==> config.mk <==
export PLATFORM = sky130hd
export DESIGN_NAME = tfn_sqrt_cell
export DESIGN_NICKNAME = d
export VERILOG_FILES = /design/src/rtl/triangle_face_normal_centroid_macros.svh /design/src/rtl/tfn_pkg.sv /design/src/rtl/tfn_sqrt_cell.sv
export SDC_FILE = /design/constraint.sdc
export NUM_CORES = 1
export LEC_CHECK = 0
export BUFFER_PORTS_ARGS = -buffer_cell sky130_fd_sc_hd__buf_4
export CAP_MARGIN = 20
export CORE_AREA = 2 2 231 233
export CTS_CLUSTER_DIAMETER = 120
export DETAILED_ROUTE_END_ITERATION = 6
export DIE_AREA = 0 0 233 235
export SETUP_SLACK_MARGIN = 0.1
export SYNTH_ARGS = -nofsm -noshare
export SYNTH_HDL_FRONTEND = slang
export SYNTH_SLANG_ARGS = --single-unit
==> constraint.sdc <==
create_clock -name clk -period 0.8 [get_ports clk]
set_clock_uncertainty 0.2 [all_clocks]
set_input_delay 0.08 -clock clk [delete_from_list [all_inputs] [get_ports clk]]
set_output_delay 0.08 -clock clk [all_outputs]
set_load 0.005 [all_outputs]
==> src/rtl/triangle_face_normal_centroid_macros.svh <==
// Assertion macros for the triangle normal block
`ifndef TRIANGLE_FACE_NORMAL_CENTROID_MACROS_SVH
`define TRIANGLE_FACE_NORMAL_CENTROID_MACROS_SVH
`ifndef ASSERT_OFF
// same-cycle implication
`define TFN_ASSERT_IMP(lbl, clk, rst_n, ante, cons) \
	lbl: assert property (@(posedge clk) disable iff (!rst_n) (ante) |-> (cons)) \
		else $error("same-cycle check failed");
// next-cycle implication
`define TFN_ASSERT_NXT(lbl, clk, rst_n, ante, cons) \
	lbl: assert property (@(posedge clk) disable iff (!rst_n) (ante) |=> (cons)) \
		else $error("next-cycle check failed");
`else
`define TFN_ASSERT_IMP(lbl, clk, rst_n, ante, cons)
`define TFN_ASSERT_NXT(lbl, clk, rst_n, ante, cons)
`endif
`endif

==> src/rtl/tfn_pkg.sv <==
package tfn_pkg;
	localparam int CW = 24;

	// reciprocal of three: floor(x/3) == (x*M)>>28 for x below 2^27
	localparam logic [26:0] DIV3_M = 27'd89478486;
	localparam int DIV3_SH = 28;

	typedef logic signed [CW-1:0] coord_t;

	// data carried beside the normal path
	typedef struct packed {
		logic degen;
		logic [2:0] neg;
		logic [2:0][CW-1:0] ctr;
	} side_t;

	// one square root step: radicand, partial remainder and root
	typedef struct packed {
		logic [61:0] rad;
		logic [31:0] rem;
		logic [30:0] root;
		logic [2:0][29:0] mag;
		side_t side;
	} sqd_t;
endpackage

==> src/rtl/tfn_sqrt_cell.sv <==
module tfn_sqrt_cell (
	input logic clk,
	input logic arst_n,
	input logic vld_i,
	input tfn_pkg::sqd_t d_i,
	output logic vld_o,
	output tfn_pkg::sqd_t d_o
);
	import tfn_pkg::*;

	logic [33:0] remx, trial;
	logic ge;
	sqd_t nxt;

	// retire two radicand bits per cell
	always_comb begin
		remx = {d_i.rem, d_i.rad[61:60]};
		trial = {1'b0, d_i.root, 2'b01};
		ge = (remx >= trial);
		nxt = d_i;
		nxt.rad = {d_i.rad[59:0], 2'b00};
		nxt.rem = ge ? 32'(remx - trial) : 32'(remx);
		nxt.root = {d_i.root[29:0], ge};
	end

	always_ff @(posedge clk or negedge arst_n) begin
		if (!arst_n) begin
			vld_o <= 1'b0;
		end else begin
			vld_o <= vld_i;
		end
	end

	always_ff @(posedge clk) begin
		d_o <= nxt;
	end
endmodule

==> impl_metrics.py <==
metrics = {
    "run_status": {
        "status": "finished with violations",
        "violations": "hold timing, setup timing",
    },
    "synth": {
        "netlist_top_cells_count": "289 x dfxtp_1, 38 x inv_1, 33 x ha_1",
        "synthArstFlopShare": 0.003448,
        "synth_area_per_cell_um2": 13.63,
        "synthFlopType": "dfxtp_1",
        "ys_warn_count": 0,
        "netlist_area_um2": 8137,
        "synth.largest_area_cell": "dfxtp_1",
        "synth_area_leaders": "dfxtp_1 71%, ha_1 5.1%, mux2_4 4.8%",
        "synth_edf_count": 0,
        "syn_inst": 597,
        "yosys.area.top_type_share": 0.7111,
        "yosysMostFrequentCell": "dfxtp_1",
        "synth.distinct_cells": 53,
        "synth.ff_latch_count": 290,
        "ys_seq_area_frac": 0.7141,
    },
    "routing": {
        "ant_nets": 0,
        "drc_errors": 0,
        "dr.pass1.iters": 4,
        "num_vias": 8412,
        "wirelength_um": 50400,
        "via_per_inst": 3.656,
        "drt-initial-drc-count": 312,
        "wire_per_inst_um": 21.90,
    },
    "worst_setup_path": {
        "start_kind": "input pin",
        "cp.buffers_inverters": 2,
        "crit_required_ps": 1030,
        "endpoint_kind": "register",
        "crit_arrival_ps": 2470,
        "cp_slowest_cell": "a221oi_4",
        "cp_cell_sequence": "buf_6, ha_4, a21o_1, a221oi_4, a31oi_4, a211oi_2, nor3_2, a311o_1, a41o_4, buf_12, mux2_4",
        "crit_type": "in2reg",
        "cp_top_family": "compound AO/OA/AOI/OAI gates",
        "crit_path_max_incr_delay_ps": 340,
        "path_max_fanout": 6,
    },
    "timing": {
        "slew_viol_final": 0,
        "min_period_over_period": 2.804,
        "fin_ws_ps": -1443,
        "period_needed_ps": 2243,
        "rsz0062_at_grt": "yes",
        "fmax_ghz": 0.4458,
        "hold_ws_ps": -560.6,
        "setup_viol": 323,
        "hold_viol": 129,
        "timing.setup.tns_ps": -179190,
    },
    "global_routing": {
        "grt_pass1_wl_um": 68390,
        "overflow": 0,
        "grt_pass1_vias": 9481,
        "grt_antenna_before_repair": 11,
        "grtUsageTotal": 0.1755,
        "grt_start_max_net_pins": 14,
    },
    "cts": {
        "clk_path_buf_depth": 3,
        "clock-root-buffer": "clkbuf_16",
        "path_clk_slew_ps": 50,
        "cts_tree": "built",
        "numCtsBuffers": 37,
        "cts_htree_levels": 2,
        "cts.sinks": 290,
    },
    "layout": {
        "nets": 1903,
        "finalInstanceArea_um2": 19910,
        "final_cell_count_no_fill": 2301,
        "syn_to_final_growth_pct": 144.7,
        "fillers": 4985,
        "drive_gt1_frac": 0.6895,
    },
    "power": {
        "ir_worst_vdd_v": 0.001544,
        "powerDensity_nw_per_um2": 2095,
        "fin_total_pwr_mw": 41.71,
        "leakage_nw": 9.137,
    },
    "die": {
        "die_x_um": 233,
        "start_util": 0.1558,
        "io_pins": 586,
        "die_h_um": 235,
        "row_count": 84,
        "die_area_um2": 54760,
        "core_area_um2": 52240,
    },
    "hold_path": {
        "hp-class": "in2reg",
    },
    "placed_design": {
        "post_dp_cell_area_um2": 14300,
        "io_buffers": 583,
        "dp_hpwl_um": 38530,
        "place_congestion": 0.8717,
        "dp.cells": 1951,
    },
    "job": {
        "drv_cap": 0,
    },
}
==> path summary, 6_finish.rpt <==
check / startpoint / cells after the start / endpoint
setup / recovery: d_i[202] / 11 / d_o[211]
min in group asynchronous: arst_n / 2 / vld_o
hold / removal: d_i[172] / 1 / d_o[173]
max in group asynchronous: arst_n / 2 / vld_o
==> cells in the final DEF, fill, tap and decap left out, types with 3 or more instances in the layout <==
cell type	n
and3_4	4
buf_4	410
a211oi_2	3
ha_1	15
nor2_1	15
dfxtp_2	256
dlygate4sd3_1	258
inv_4	4
a21oi_2	7
buf_6	275
o21ai_1	3
and3_1	3
mux2_4	29
clkbuf_1	7
o21ai_0	10
inv_2	7
clkinv_4	4
diode_2	9
xnor2_1	21
xor2_1	8
clkinv_2	7
nand2_1	18
a21o_1	13
inv_1	26
nor3_1	5
and4_1	3
o211ai_1	3
clkbuf_8	5
buf_12	3
dfxtp_1	33
clkbuf_16	39
a21oi_1	19
ha_4	17
nand2b_1	8
==> cell families after synthesis <==
group / Yosys count / share of synthesized area
buf+inv: 51 / 0.02829
simple gates: 69 / 0.04398
flops: 290 / 0.7141
compound gates: 92 / 0.07550
xor+xnor: 30 / 0.03229
mux: 31 / 0.05459
other cells: 1 / 0.0004609
fa+ha+maj: 33 / 0.05075
==> layer usage <==
metal,vias up,part of all wire,GRT usage
met5,-,0.0014,0
met4,10,0.039,0.06987
met3,82,0.078,0.05558
met2,341,0.51,0.3179
met1,3992,0.37,0.1871
li1,3987,-,-
==> repair_timing <==
| action | CTS | global route |
|---|---|---|
| setup endpoints to repair | 323 | 323 |
| cloned | 2 | 2 |
| setup buffers | 8 | 4 |
| pin swaps | 9 | 13 |
| hold buffers | 254 | 4 |
| endpoints found under the hold margin | 290 | 201 |
| gates resized for setup | 460 | 119 |
==> per-stage QoR <==
| step | util | setup slack [ps] | hold slack [ps] |
|---|---|---|---|
| 2_1_floorplan | - | -1797 | -415.6 |
| 3_3_place_gp | 0.2737 | -2180 | -332.8 |
| 3_5_place_dp | 0.2737 | -2195 | -330.4 |
| 4_1_cts | 0.3717 | -1435 | -614.5 |
| 5_1_grt | 0.3808 | -1520 | -589.7 |
| 6_report | 0.3811 | -1443 | -560.6 |
==> report_power, final <==
group / leakage [nW] / internal, mW / switching (mW)
Sequential: 2.45 / 15.7 / 0.531
Clock: 0.605 / 9.81 / 7.02
Combinational: 6.08 / 5.53 / 3.09
==> sequential cells by signal (all words and copies together) (netlist names) <==
signal and cells:
d_o 289, vld_o 1
==> cell type report <==
| class | instances | area, um2 | area share |
|---|---|---|---|
| antenna | 9 | 22.52 | 0.001131 |
| clock buffer | 49 | 1021 | 0.05129 |
| clock inverter | 18 | 212.7 | 0.01068 |
| inverter | 38 | 157.7 | 0.007919 |
| multi-input combinational | 257 | 2550 | 0.1281 |
| sequential | 290 | 6131 | 0.3080 |
| tap | 688 | 860.8 | 0.04324 |
| timing repair buffer | 952 | 8952 | 0.4497 |
Power figures use the tool's default switching activity.
