`config.mk`:
```
export PLATFORM = sky130hd
export DESIGN_NAME = tfn_div_cell
export DESIGN_NICKNAME = d
export VERILOG_FILES = /design/src/rtl/triangle_face_normal_centroid_macros.svh /design/src/rtl/tfn_pkg.sv /design/src/rtl/tfn_div_cell.sv
export SDC_FILE = /design/constraint.sdc
export NUM_CORES = 1
export LEC_CHECK = 0
export ABC_AREA = 0
export ABC_CLOCK_PERIOD_IN_PS = 800
export BUFFER_PORTS_ARGS = -buffer_cell sky130_fd_sc_hd__buf_2
export CELL_PAD_IN_SITES_DETAIL_PLACEMENT = 0
export CELL_PAD_IN_SITES_GLOBAL_PLACEMENT = 2
export CORE_AREA = 2 2 226 228
export CTS_BUF_LIST = sky130_fd_sc_hd__clkbuf_8
export DETAILED_ROUTE_END_ITERATION = 10
export DIE_AREA = 0 0 228 230
export GPL_ROUTABILITY_DRIVEN = 0
export PLACE_DENSITY = 0.78
export SLEW_MARGIN = 20
export SYNTH_ARGS = -nofsm -noshare
export SYNTH_HDL_FRONTEND = slang
export SYNTH_SLANG_ARGS = --single-unit
```
`constraint.sdc`:
```
create_clock -name clk -period 0.8 [get_ports clk]
set_input_delay 0.16 -clock clk [delete_from_list [all_inputs] [get_ports clk]]
set_output_delay 0.16 -clock clk [all_outputs]
set_load 0.1 [all_outputs]
```
`src/rtl/triangle_face_normal_centroid_macros.svh`:
```
// Assertion macros for the triangle normal block
`ifndef TRIANGLE_FACE_NORMAL_CENTROID_MACROS_SVH
`define TRIANGLE_FACE_NORMAL_CENTROID_MACROS_SVH
`ifndef ASSERT_OFF
// same-cycle implication
`define TFN_ASSERT_IMP(lbl, clk, rst_n, ante, cons) \
	lbl: assert property (@(posedge clk) disable iff (!rst_n) (ante) |-> (cons)) \
		else $error("same-cycle check failed");
// next-cycle implication
`define TFN_ASSERT_NXT(lbl, clk, rst_n, ante, cons) \
	lbl: assert property (@(posedge clk) disable iff (!rst_n) (ante) |=> (cons)) \
		else $error("next-cycle check failed");
`else
`define TFN_ASSERT_IMP(lbl, clk, rst_n, ante, cons)
`define TFN_ASSERT_NXT(lbl, clk, rst_n, ante, cons)
`endif
`endif

```
`src/rtl/tfn_pkg.sv`:
```
package tfn_pkg;
	localparam int CW = 24;

	// reciprocal of three: floor(x/3) == (x*M)>>28 for x below 2^27
	localparam logic [26:0] DIV3_M = 27'd89478486;
	localparam int DIV3_SH = 28;

	typedef logic signed [CW-1:0] coord_t;

	// data carried beside the normal path
	typedef struct packed {
		logic degen;
		logic [2:0] neg;
		logic [2:0][CW-1:0] ctr;
	} side_t;

	// one square root step: radicand, partial remainder and root
	typedef struct packed {
		logic [61:0] rad;
		logic [31:0] rem;
		logic [30:0] root;
		logic [2:0][29:0] mag;
		side_t side;
	} sqd_t;
endpackage

```
`src/rtl/tfn_div_cell.sv`:
```
module tfn_div_cell #(
	parameter int QW = 14
) (
	input logic clk,
	input logic arst_n,
	input logic vld_i,
	input logic [2:0][30:0] rem_i,
	input logic [2:0][QW-1:0] num_i,
	input logic [2:0][QW-1:0] quo_i,
	input logic [30:0] len_i,
	input tfn_pkg::side_t side_i,
	output logic vld_o,
	output logic [2:0][30:0] rem_o,
	output logic [2:0][QW-1:0] num_o,
	output logic [2:0][QW-1:0] quo_o,
	output logic [30:0] len_o,
	output tfn_pkg::side_t side_o
);
	import tfn_pkg::*;

	logic [2:0][31:0] remx;
	logic [2:0] ge;
	logic [2:0][30:0] rem_n;
	logic [2:0][QW-1:0] num_n, quo_n;

	// one quotient bit per lane
	always_comb begin
		for (int l = 0; l < 3; l++) begin
			remx[l] = {rem_i[l], num_i[l][QW-1]};
			ge[l] = (remx[l] >= {1'b0, len_i});
			rem_n[l] = ge[l] ? 31'(remx[l] - {1'b0, len_i}) : 31'(remx[l]);
			num_n[l] = {num_i[l][QW-2:0], 1'b0};
			quo_n[l] = {quo_i[l][QW-2:0], ge[l]};
		end
	end

	always_ff @(posedge clk or negedge arst_n) begin
		if (!arst_n) begin
			vld_o <= 1'b0;
		end else begin
			vld_o <= vld_i;
		end
	end

	always_ff @(posedge clk) begin
		rem_o <= rem_n;
		num_o <= num_n;
		quo_o <= quo_n;
		len_o <= len_i;
		side_o <= side_i;
	end
endmodule

```
==> impl_results.md, run 1 <==
* Max-slew headroom at 60.8%
* EDFF count, synth at 0
* Worst Hold Class: in -> reg
* Final Hold Viols at 7
* Sequential-to-total area share from yosys stat at 47.8%
* Sw Share at 40.7%
* Setup violators final at 378
* Worst-path clk slew at 60 ps
* Fmax at 465 MHz
* IO Count at 572
* Hold EP: len_o[0]$_DFF_P_
* Crit end category: flip-flop
* Cell Rows at 82
* Clock Tree Buf Depth at 3
* Core Area at 0.0499 mm²
* TritonCTS Buffers at 51
* Starting density of the core at 23.7%
* Placed Area at 0.0231 mm²
* Total global-route track usage at 22.3%
* Root buf cell: clkbuf_8
* Worst Setup Slack, final at -1350 ps
* TritonRoute pass-1 iters at 5
* Area contributors post-synth: dfxtp_1 (48%), ha_1 (9.8%), mux2_2 (5.6%)
* Die Area at 0.0524 mm²
* Commonest cells post-synth: dfxtp_1 (281), ha_1 (93), a21oi_1 (92), nand2_1 (89), o21ai_0 (80)
* Hold depth at 1
* Post-layout instance area at 0.0291 mm²
* Remaining routing DRC violations at 0
* Ys Warns at 0
* Synth-to-Final Area Change at 146%
* Largest net degree at the start of global routing at 19
* Die width at 228 µm
* Synth area leader: dfxtp_1
* Crit path max fanout at 9
* Drt wl/cell at 19.5 µm
* WL final at 61,500 µm
* Port bufs at 565
* CP startpoint kind: primary input
* Power share of the combinational group at 48.5%
* Antenna-violating nets left at 0
* Vias per Instance at 4.41
* First-pass GRT wire length at 89,600 µm
* Final min period at 2150 ps
* Clock group share of total power at 24.3%
* Clock sink count at 282
* Filler Cell Count at 3,907
* Hold Startpoint: len_i[0]
* Netlist Area Pre-Place at 0.0118 mm²
* CP required at 1290 ps
* Top-count cell post-synth: dfxtp_1
* CTS tree: built
* Vias at 13,900
* LEAKAGE at 13.4 nW
* Setup TNS at -258,260 ps
* Final net count at 2,817
* Avg Inst Size Synth at 10.1 µm²
* Seq cells post-synth at 282
* Final core utilization at 58.3%
* Initial antenna violation count at 10
* Failing checks: negative hold slack, negative setup slack
* Total Power at 0.0638 W
* Vias in the first global route at 14,800
* Worst Setup Path Type: in -> reg
* Main synth FF type: dfxtp_1
* Final Max Tran Viols at 0
* Post-Syn Instances at 1,173
* DP HPWL at 44,600 µm
* CTS H-Tree Depth at 2
* Sw power at 0.0259 W
* Part of the cycle the worst path needs at 269%
* Worst hold slack at -329 ps
* Post-synth cell types at 68
* Fraction of layout cells with a size suffix above 1 at 64.6%
* PD cells at 2190 mW/mm²
* Status: finished, violations left
* Max-Cap Viols at 0
* Yosys top cell area share at 47.6%
* RSZ-0062 raised after global routing: true
* Async S/R FF share, synth at 0.355%
* Cell-internal power at 0.0378 W
* Critical path arrival at 2650 ps
* Max VDD drop at 0.00151 V
* Initial DRC count at 505
* Worst-margin pin slew at 587 ps
* Die H at 230 µm
* Power share of the sequential group at 27.1%
* Grt total ovfl at 0
state kept, by name (all words and copies together) (netlist names):
signal	count
rem_o	93
quo_o	42
side_o	76
len_o	31
vld_o	1
num_o	39
placed cells by master (no fill, tap or decap), drive strengths merged, types with 7 or more instances in the layout:
cell type and count:
buf 961, dfxtp 281, dlygate4sd3 277, ha 93
a21oi 92, nand2 89, o21ai 82, clkbuf 65
inv 62, mux2 59, nor2 50, xnor2 49
a21o 41, xor2 27, nand3 26, nor3 15
o21bai 14, nor2b 14, a31oi 14, clkinv 11
nand2b 10, and3 10, nand4 9, a211oi 9
o21a 8, mux2i 8, o31ai 8, clkinvlp 7
nor4 7
metrics by stage:
stage          worst slack [ps]  cells  hold WS (ps)
2_1_floorplan             -1700   1175          -136
3_3_place_gp              -2180   2716         -64.3
3_5_place_dp              -2230   2716         -54.9
4_1_cts                   -1310   3132          -387
5_1_grt                   -1400   3150          -378
6_report                  -1350   3152          -329
power by group through the flow:
| stage | Clock [W] | Sequential, W | Combinational [W] |
|---|---|---|---|
| finish | 0.0155 | 0.0173 | 0.0309 |
| global placement | 0 | 0.0176 | 0.0274 |
| CTS | 0.0160 | 0.0173 | 0.0301 |
| floorplan | 0 | 0.0280 | 0.00542 |
| detailed placement | 0 | 0.0176 | 0.0276 |
| global route | 0.0166 | 0.0174 | 0.0320 |
cells by family (layout without fill, tap and decap cells):
| family | count (synthesis) | count (layout) | share of synthesized area (%) |
|---|---|---|---|
| and+or+nand+nor | 250 | 250 | 10.1 |
| adders and majority gates | 96 | 96 | 10.3 |
| AOI/OAI and AO/OA | 312 | 312 | 16.8 |
| buffers and inverters | 89 | 1388 | 3.03 |
| muxes | 67 | 67 | 6.30 |
| xor gates and xnor gates | 76 | 76 | 5.63 |
| DFF | 282 | 282 | 47.8 |
| other | 1 | 9 | 0.0317 |
worst max-delay path, cell delays in order:
cell	delay, ps
buf_8	80
clkinvlp_4	100
buf_6	130
ha_4	220
a211o_1	250
o31a_1	330
a31oi_4	300
a31oi_2	140
o21ai_2	200
a21oi_4	110
buf_12	180
buf_12	140
mux2_4	290
timing repair:
item	CTS	global route
hold endpoints to repair	281	7
hold buffers	276	1
gates resized for setup	180	140
gates cloned	7	2
setup endpoints to repair	378	378
pin swaps	61	80
setup buffers	41	24
per-layer routing:
layer	vias to the layer above	share of wire [%]	GRT usage, %
met5	-	0.13	0
met1	6607	38	24.3
met3	149	5.7	5.63
met4	12	4.1	8.74
met2	415	52	41.3
li1	6705	-	-
final cells by class:
class / count / area, µm² / area share (%)
well taps: 672 / 841 / 2.89
multi-input cells: 804 / 7430 / 25.6
diodes: 6 / 15.0 / 0.0517
inverters: 55 / 290 / 0.999
repair buffers: 1240 / 13300 / 45.8
clock inverters: 30 / 292 / 1.00
clock buffers: 63 / 867 / 2.98
flip-flops and latches: 282 / 6030 / 20.7
worst max-delay path by stage:
stage	startpoint	endpoint	slack (ps)	cells after the start
after floorplan	len_i[13]	rem_o[58]$_DFF_P_	-1700	10
after global placement	len_i[13]	rem_o[92]$_DFF_P_	-2180	12
after detailed placement	len_i[13]	rem_o[92]$_DFF_P_	-2230	12
after CTS	num_i[27]	rem_o[50]$_DFF_P_	-1310	14
after global routing	len_i[7]	rem_o[45]$_DFF_P_	-1400	13
final	len_i[7]	rem_o[40]$_DFF_P_	-1350	13
(Power assumes the default switching activity.)
==> run 2: changes to the inputs <==
- MAX_ROUTING_LAYER: default -> met4
- SKIP_CTS_REPAIR_TIMING: default -> 1
==> impl_results.md, run 2 (synthesis gave the netlist of run 1 again) <==
* Max-slew headroom at 59.6% (-1.2 points)
* Biggest register: rem_o
* Power share of the sequential group at 27.3% (+0.2 points)
* Hold Startpoint: len_i[0]
* Vias at 13,800 (-0.94%)
* Worst-margin pin slew at 605 ps (+17.8 ps)
* Crit-path leading delay family: compound AO/OA/AOI/OAI gates
* Initial DRC count at 454 (-10%)
* Critical path arrival at 2700 ps (+50 ps)
* Hold EP: len_o[0]$_DFF_P_
* Setup violators final at 378 (unchanged)
* Sw power at 0.0258 W (-0.52%)
* Grt total ovfl at 0 (unchanged)
* CTS H-Tree Depth at 2 (unchanged)
* Delay of the slowest critical-path stage at 420 ps (+90 ps)
* Worst Setup Path Type: in -> reg
* TritonCTS Buffers at 51 (unchanged)
* Core Area at 0.0499 mm² (unchanged)
* Crit path from: num_i[27]
* IO Count at 572 (unchanged)
* Port bufs at 565 (unchanged)
* Total global-route track usage at 19.8% (-2.6 points)
* Most common cell after layout, fill and taps aside: buf_4
* Worst-path cell chain: buf_8 > inv_12 > ha_4 > fa_2 > nor2b_4 > o31a_1 > o31a_1 > a31oi_4 > o21ai_4 > or3_4 > a31oi_4 > xnor2_1 > mux2_4
* Power share of the combinational group at 48.2% (-0.3 points)
* CTS tree: built
* Worst Hold Class: in -> reg
* CP startpoint kind: primary input
* Largest net degree at the start of global routing at 20 (+1)
* Worst hold slack at -328 ps (+0.433 ps)
* Part of the cycle the worst path needs at 274% (+4.7 points)
* Remaining routing DRC violations at 0 (unchanged)
* Sw Share at 40.6% (about the same)
* Most frequent cells in the layout: buf_4 (349), buf_12 (296), dlygate4sd3_1 (277), dfxtp_2 (273), buf_2 (272)
* Synth-to-Final Area Change at 144%
* Drt wl/cell at 19.3 µm (-1.2%)
* Final Max Tran Viols at 0 (unchanged)
* Worst Setup Slack, final at -1390 ps (-37.7 ps)
* RSZ-0062 raised after global routing: true
* Max VDD drop at 0.00156 V (+3.1%)
* Crit path max fanout at 5 (-4)
* CP bufs+invs at 2 (-3)
* Cell Rows at 82 (unchanged)
* Final net count at 2,810 (-0.25%)
* Worst-path clk slew at 70 ps (about the same)
* Die width at 228 µm (unchanged)
* Initial antenna violation count at 15 (+5)
* Hold depth at 1 (unchanged)
* Starting density of the core at 23.7% (unchanged)
* LEAKAGE at 13.3 nW (-0.90%)
* Clock sink count at 282 (unchanged)
* Cell-internal power at 0.0377 W (-0.40%)
* Max-Cap Viols at 0 (unchanged)
* Final core utilization at 57.9% (-0.36 points)
* Fmax at 457 MHz (-1.7%)
* Die Area at 0.0524 mm² (unchanged)
* Clock group share of total power at 24.5% (+0.2 points)
* First-pass GRT wire length at 76,100 µm (-15%)
* Vias per Instance at 4.36 (-1.0%)
* Fraction of layout cells with a size suffix above 1 at 64.1% (-0.47 points)
* PD cells at 2200 mW/mm² (+0.17%)
* Largest registers: rem_o x93, side_o x76, quo_o x42
* Crit end category: flip-flop
* Failing checks: negative hold slack, negative setup slack
* CP required at 1310 ps (+20 ps)
* CP Depth at 13 (unchanged)
* Max reg flops at 93 (unchanged)
* Die H at 230 µm (unchanged)
* Root buf cell: clkbuf_8
* WL final at 60,800 µm (-1.1%)
* Slowest cell on crit path: or3_4
* Status: finished, violations left
* DP HPWL at 44,600 µm (unchanged)
* Clock Tree Buf Depth at 3 (unchanged)
* Vias in the first global route at 12,800 (-14%)
* Final Hold Viols at 6 (-1)
* Antenna-violating nets left at 0 (unchanged)
* Final min period at 2190 ps (+37.7 ps)
* TritonRoute pass-1 iters at 5 (unchanged)
run 2: layout make-up:
| type | count | area, µm² |
|---|---|---|
| flip-flops and latches | 282 | 6030 |
| fillers | 3937 | 21000 |
| multi-input cells | 804 | 7290 |
| diodes | 16 | 40.0 |
| clock inverters | 30 | 292 |
| well taps | 672 | 841 |
| clock buffers | 63 | 867 |
| repair buffers | 1233 | 13200 |
| inverters | 55 | 290 |
run 2: worst max-delay path by stage:
| stage | to | slack [ps] |
|---|---|---|
| finish | rem_o[57]$_DFF_P_ | -1390 |
| global route | rem_o[57]$_DFF_P_ | -1450 |
| CTS | rem_o[92]$_DFF_P_ | -1530 |
| detailed placement | rem_o[92]$_DFF_P_ | -2230 |
| global placement | rem_o[92]$_DFF_P_ | -2180 |
| floorplan | rem_o[58]$_DFF_P_ | -1700 |
run 2: metrics by stage:
step / total power (W) / cell area, µm² / worst slack (ps) / TNS [ps] / std cells
floorplan: 0.0334 / 12800 / -1700 / -144840 / 1175
CTS: 0.0610 / 24300 / -1530 / -290420 / 2809
detailed placement: 0.0452 / 23100 / -2230 / -198950 / 2716
finish: 0.0635 / 28900 / -1390 / -261270 / 3155
global route: 0.0658 / 28900 / -1450 / -281750 / 3154
global placement: 0.0451 / 23100 / -2180 / -198200 / 2716
run 2: per-layer routing:
layer | vias to the layer above | part of all wire [%] | global-route usage, % | wire length (µm)
met1 | 6526 | 38 | 21.0 | 23100
li1 | 6716 | - | - | -
met5 | - | 0 | - | 0
met2 | 405 | 52 | 34.0 | 31800
met4 | 0 | 3.4 | 8.42 | 2080
met3 | 110 | 6.3 | 6.14 | 3860
run 2: power by group through the flow:
stage                     Clock, W  Sequential, W  Combinational (W)
after floorplan                  0         0.0280            0.00542
after global placement           0         0.0176             0.0274
after detailed placement         0         0.0176             0.0276
after CTS                   0.0160         0.0173             0.0277
after global routing        0.0167         0.0175             0.0317
final                       0.0156         0.0173             0.0306
==> run 3: changes to the inputs <==
- PLACE_DENSITY: 0.78 -> default
- PLACE_DENSITY_LB_ADDON: default -> 0.1
==> impl_results.md, run 3 (synthesis gave the netlist of run 1 again) <==
* Status: finished, violations left
* Failing checks: negative hold slack, negative setup slack
* Total Power at 0.0617 W (-2.9%)
* TritonCTS Buffers at 52 (+2.0%)
* Most frequent cells in the layout: buf_4 (361), buf_12 (296), dlygate4sd3_1 (278), dfxtp_2 (274), buf_2 (272)
* CTS H-Tree Depth at 2 (unchanged)
* Setup TNS at -258,780 ps (+2490 ps)
* Biggest register: rem_o
* Fraction of layout cells with a size suffix above 1 at 63.1% (-0.95 points)
* Max reg flops at 93 (unchanged)
* Fmax at 445 MHz (-2.7%)
* Worst Setup Slack, final at -1450 ps (-60.8 ps)
* Delay of the slowest critical-path stage at 410 ps (about the same)
* CTS tree: built
* Clock group share of total power at 22.4% (-2.1 points)
* Max VDD drop at 0.00163 V (+4.6%)
* Placed Area at 0.0233 mm² (+0.74%)
* Crit end category: flip-flop
* Worst Setup Path Type: in -> reg
* Slowest cell on crit path: or3_4
* Sw Share at 40.9% (+0.28 points)
* Power share of the combinational group at 49.5% (+1.3 points)
* Root buf cell: clkbuf_8
* CP required at 1300 ps (about the same)
* Final Hold Viols at 5 (-1)
* Final min period at 2250 ps (+60.8 ps)
* Worst-path cell chain: buf_8 > inv_12 > ha_4 > fa_2 > nor2b_4 > o31a_1 > o31a_1 > a31oi_4 > buf_6 > o21ai_4 > or3_4 > a31oi_4 > xnor2_2 > mux2_4
* LEAKAGE at 13.3 nW (+0.12%)
* IO Count at 572 (unchanged)
* Power share of the sequential group at 28.1% (+0.8 points)
* Port bufs at 565 (unchanged)
* Final core utilization at 57.6% (-0.30 points)
* Grt total ovfl at 0 (unchanged)
* Final Max Tran Viols at 0 (unchanged)
* Antenna-violating nets left at 0 (unchanged)
* Most common cell after layout, fill and taps aside: buf_4
* Vias at 13,500 (-1.9%)
* TritonRoute pass-1 iters at 4 (-1)
* Die H at 230 µm (unchanged)
* Total global-route track usage at 20.6% (+0.87 points)
* Post-layout instance area at 0.0287 mm² (-0.52%)
* Vias in the first global route at 12,700 (-0.67%)
* Starting density of the core at 23.7% (unchanged)
* Remaining routing DRC violations at 0 (unchanged)
* RSZ-0062 raised after global routing: true
* Largest registers: rem_o x93, side_o x76, quo_o x42
* Crit path max fanout at 3 (-2)
* Filler Cell Count at 4,241 (+7.7%)
* Worst-margin pin slew at 513 ps (-91.5 ps)
* PD cells at 2150 mW/mm² (-2.4%)
* Setup violators final at 378 (unchanged)
* Sw power at 0.0252 W (-2.2%)
* CP startpoint kind: primary input
* Vias per Instance at 4.27 (-2.0%)
* Largest net degree at the start of global routing at 33 (+65%)
* Worst hold slack at -328 ps (+0.308 ps)
* Synth-to-Final Area Change at 143%
* WL final at 60,200 µm (-1.1%)
* Die width at 228 µm (unchanged)
* Max-Cap Viols at 0 (unchanged)
* Worst Hold Class: in -> reg
* Critical path arrival at 2750 ps (+50 ps)
* Die Area at 0.0524 mm² (unchanged)
* Initial DRC count at 408 (-10%)
* DP HPWL at 46,100 µm (+3.4%)
* Clock Tree Buf Depth at 3 (unchanged)
* Final net count at 2,827 (+0.60%)
* Cell Rows at 82 (unchanged)
* Part of the cycle the worst path needs at 281% (+7.6 points)
* Max-slew headroom at 64.9% (+5.3 points)
* Clock sink count at 282 (unchanged)
* Initial antenna violation count at 11 (-4)
* Cell-internal power at 0.0364 W (-3.4%)
* First-pass GRT wire length at 79,000 µm (+3.9%)
* Worst-path clk slew at 60 ps (about the same)
* Drt wl/cell at 19.1 µm (-1.2%)
* Core Area at 0.0499 mm² (unchanged)
==> run 3: power by group through the flow <==
stage	registers [W]	clock network (W)	logic, W
after global placement	0.0176	0	0.0277
after global routing	0.0175	0.0150	0.0317
after CTS	0.0173	0.0144	0.0278
after detailed placement	0.0176	0	0.0278
after floorplan	0.0280	0	0.00542
final	0.0173	0.0138	0.0305
==> run 3: final timing paths <==
path | slack [ps] | cells past startpoint | startpoint | to
max | -1450 | 14 | num_i[27] | rem_o[57]$_DFF_P_
min | -330 | 1 | len_i[0] | len_o[0]$_DFF_P_
max in group asynchronous | 190 | 3 | arst_n | vld_o$_DFF_PN0_
min in group asynchronous | 500 | 3 | arst_n | vld_o$_DFF_PN0_
==> run 3: layout make-up <==
type	instances	area, µm²	share of cell area [%]
Timing Repair Buffer	1249	13400	46.6
Multi-Input combinational cell	804	7130	24.8
Sequential cell	282	6020	21.0
Clock buffer	64	881	3.07
Tap cell	672	841	2.93
Inverter	55	292	1.01
Clock inverter	20	135	0.470
Antenna cell	12	30.0	0.104
==> run 3: metrics by stage <==
stage | setup WS [ps] | std cells
finish | -1450 | 3158
global route | -1510 | 3155
CTS | -1500 | 2821
detailed placement | -2190 | 2737
global placement | -2190 | 2737
floorplan | -1700 | 1175
==> run 3: routing by layer <==
metal	share of wire (%)	vias to the layer above	global-route usage, %	wire, µm
met4	2.3	0	6.56	1380
li1	-	6727	-	-
met2	53	335	36.4	31700
met3	5.6	75	5.84	3360
met1	39	6356	22.4	23700
met5	0	-	-	0
==> run 3: worst max-delay path: cells and delay by family <==
kind | cells | cell delay (ps)
adders and majority gates | 2 | 350
muxes | 1 | 250
and+or+nand+nor | 2 | 460
buffers and inverters | 3 | 290
AOI/OAI and AO/OA | 5 | 1140
xor gates and xnor gates | 1 | 80
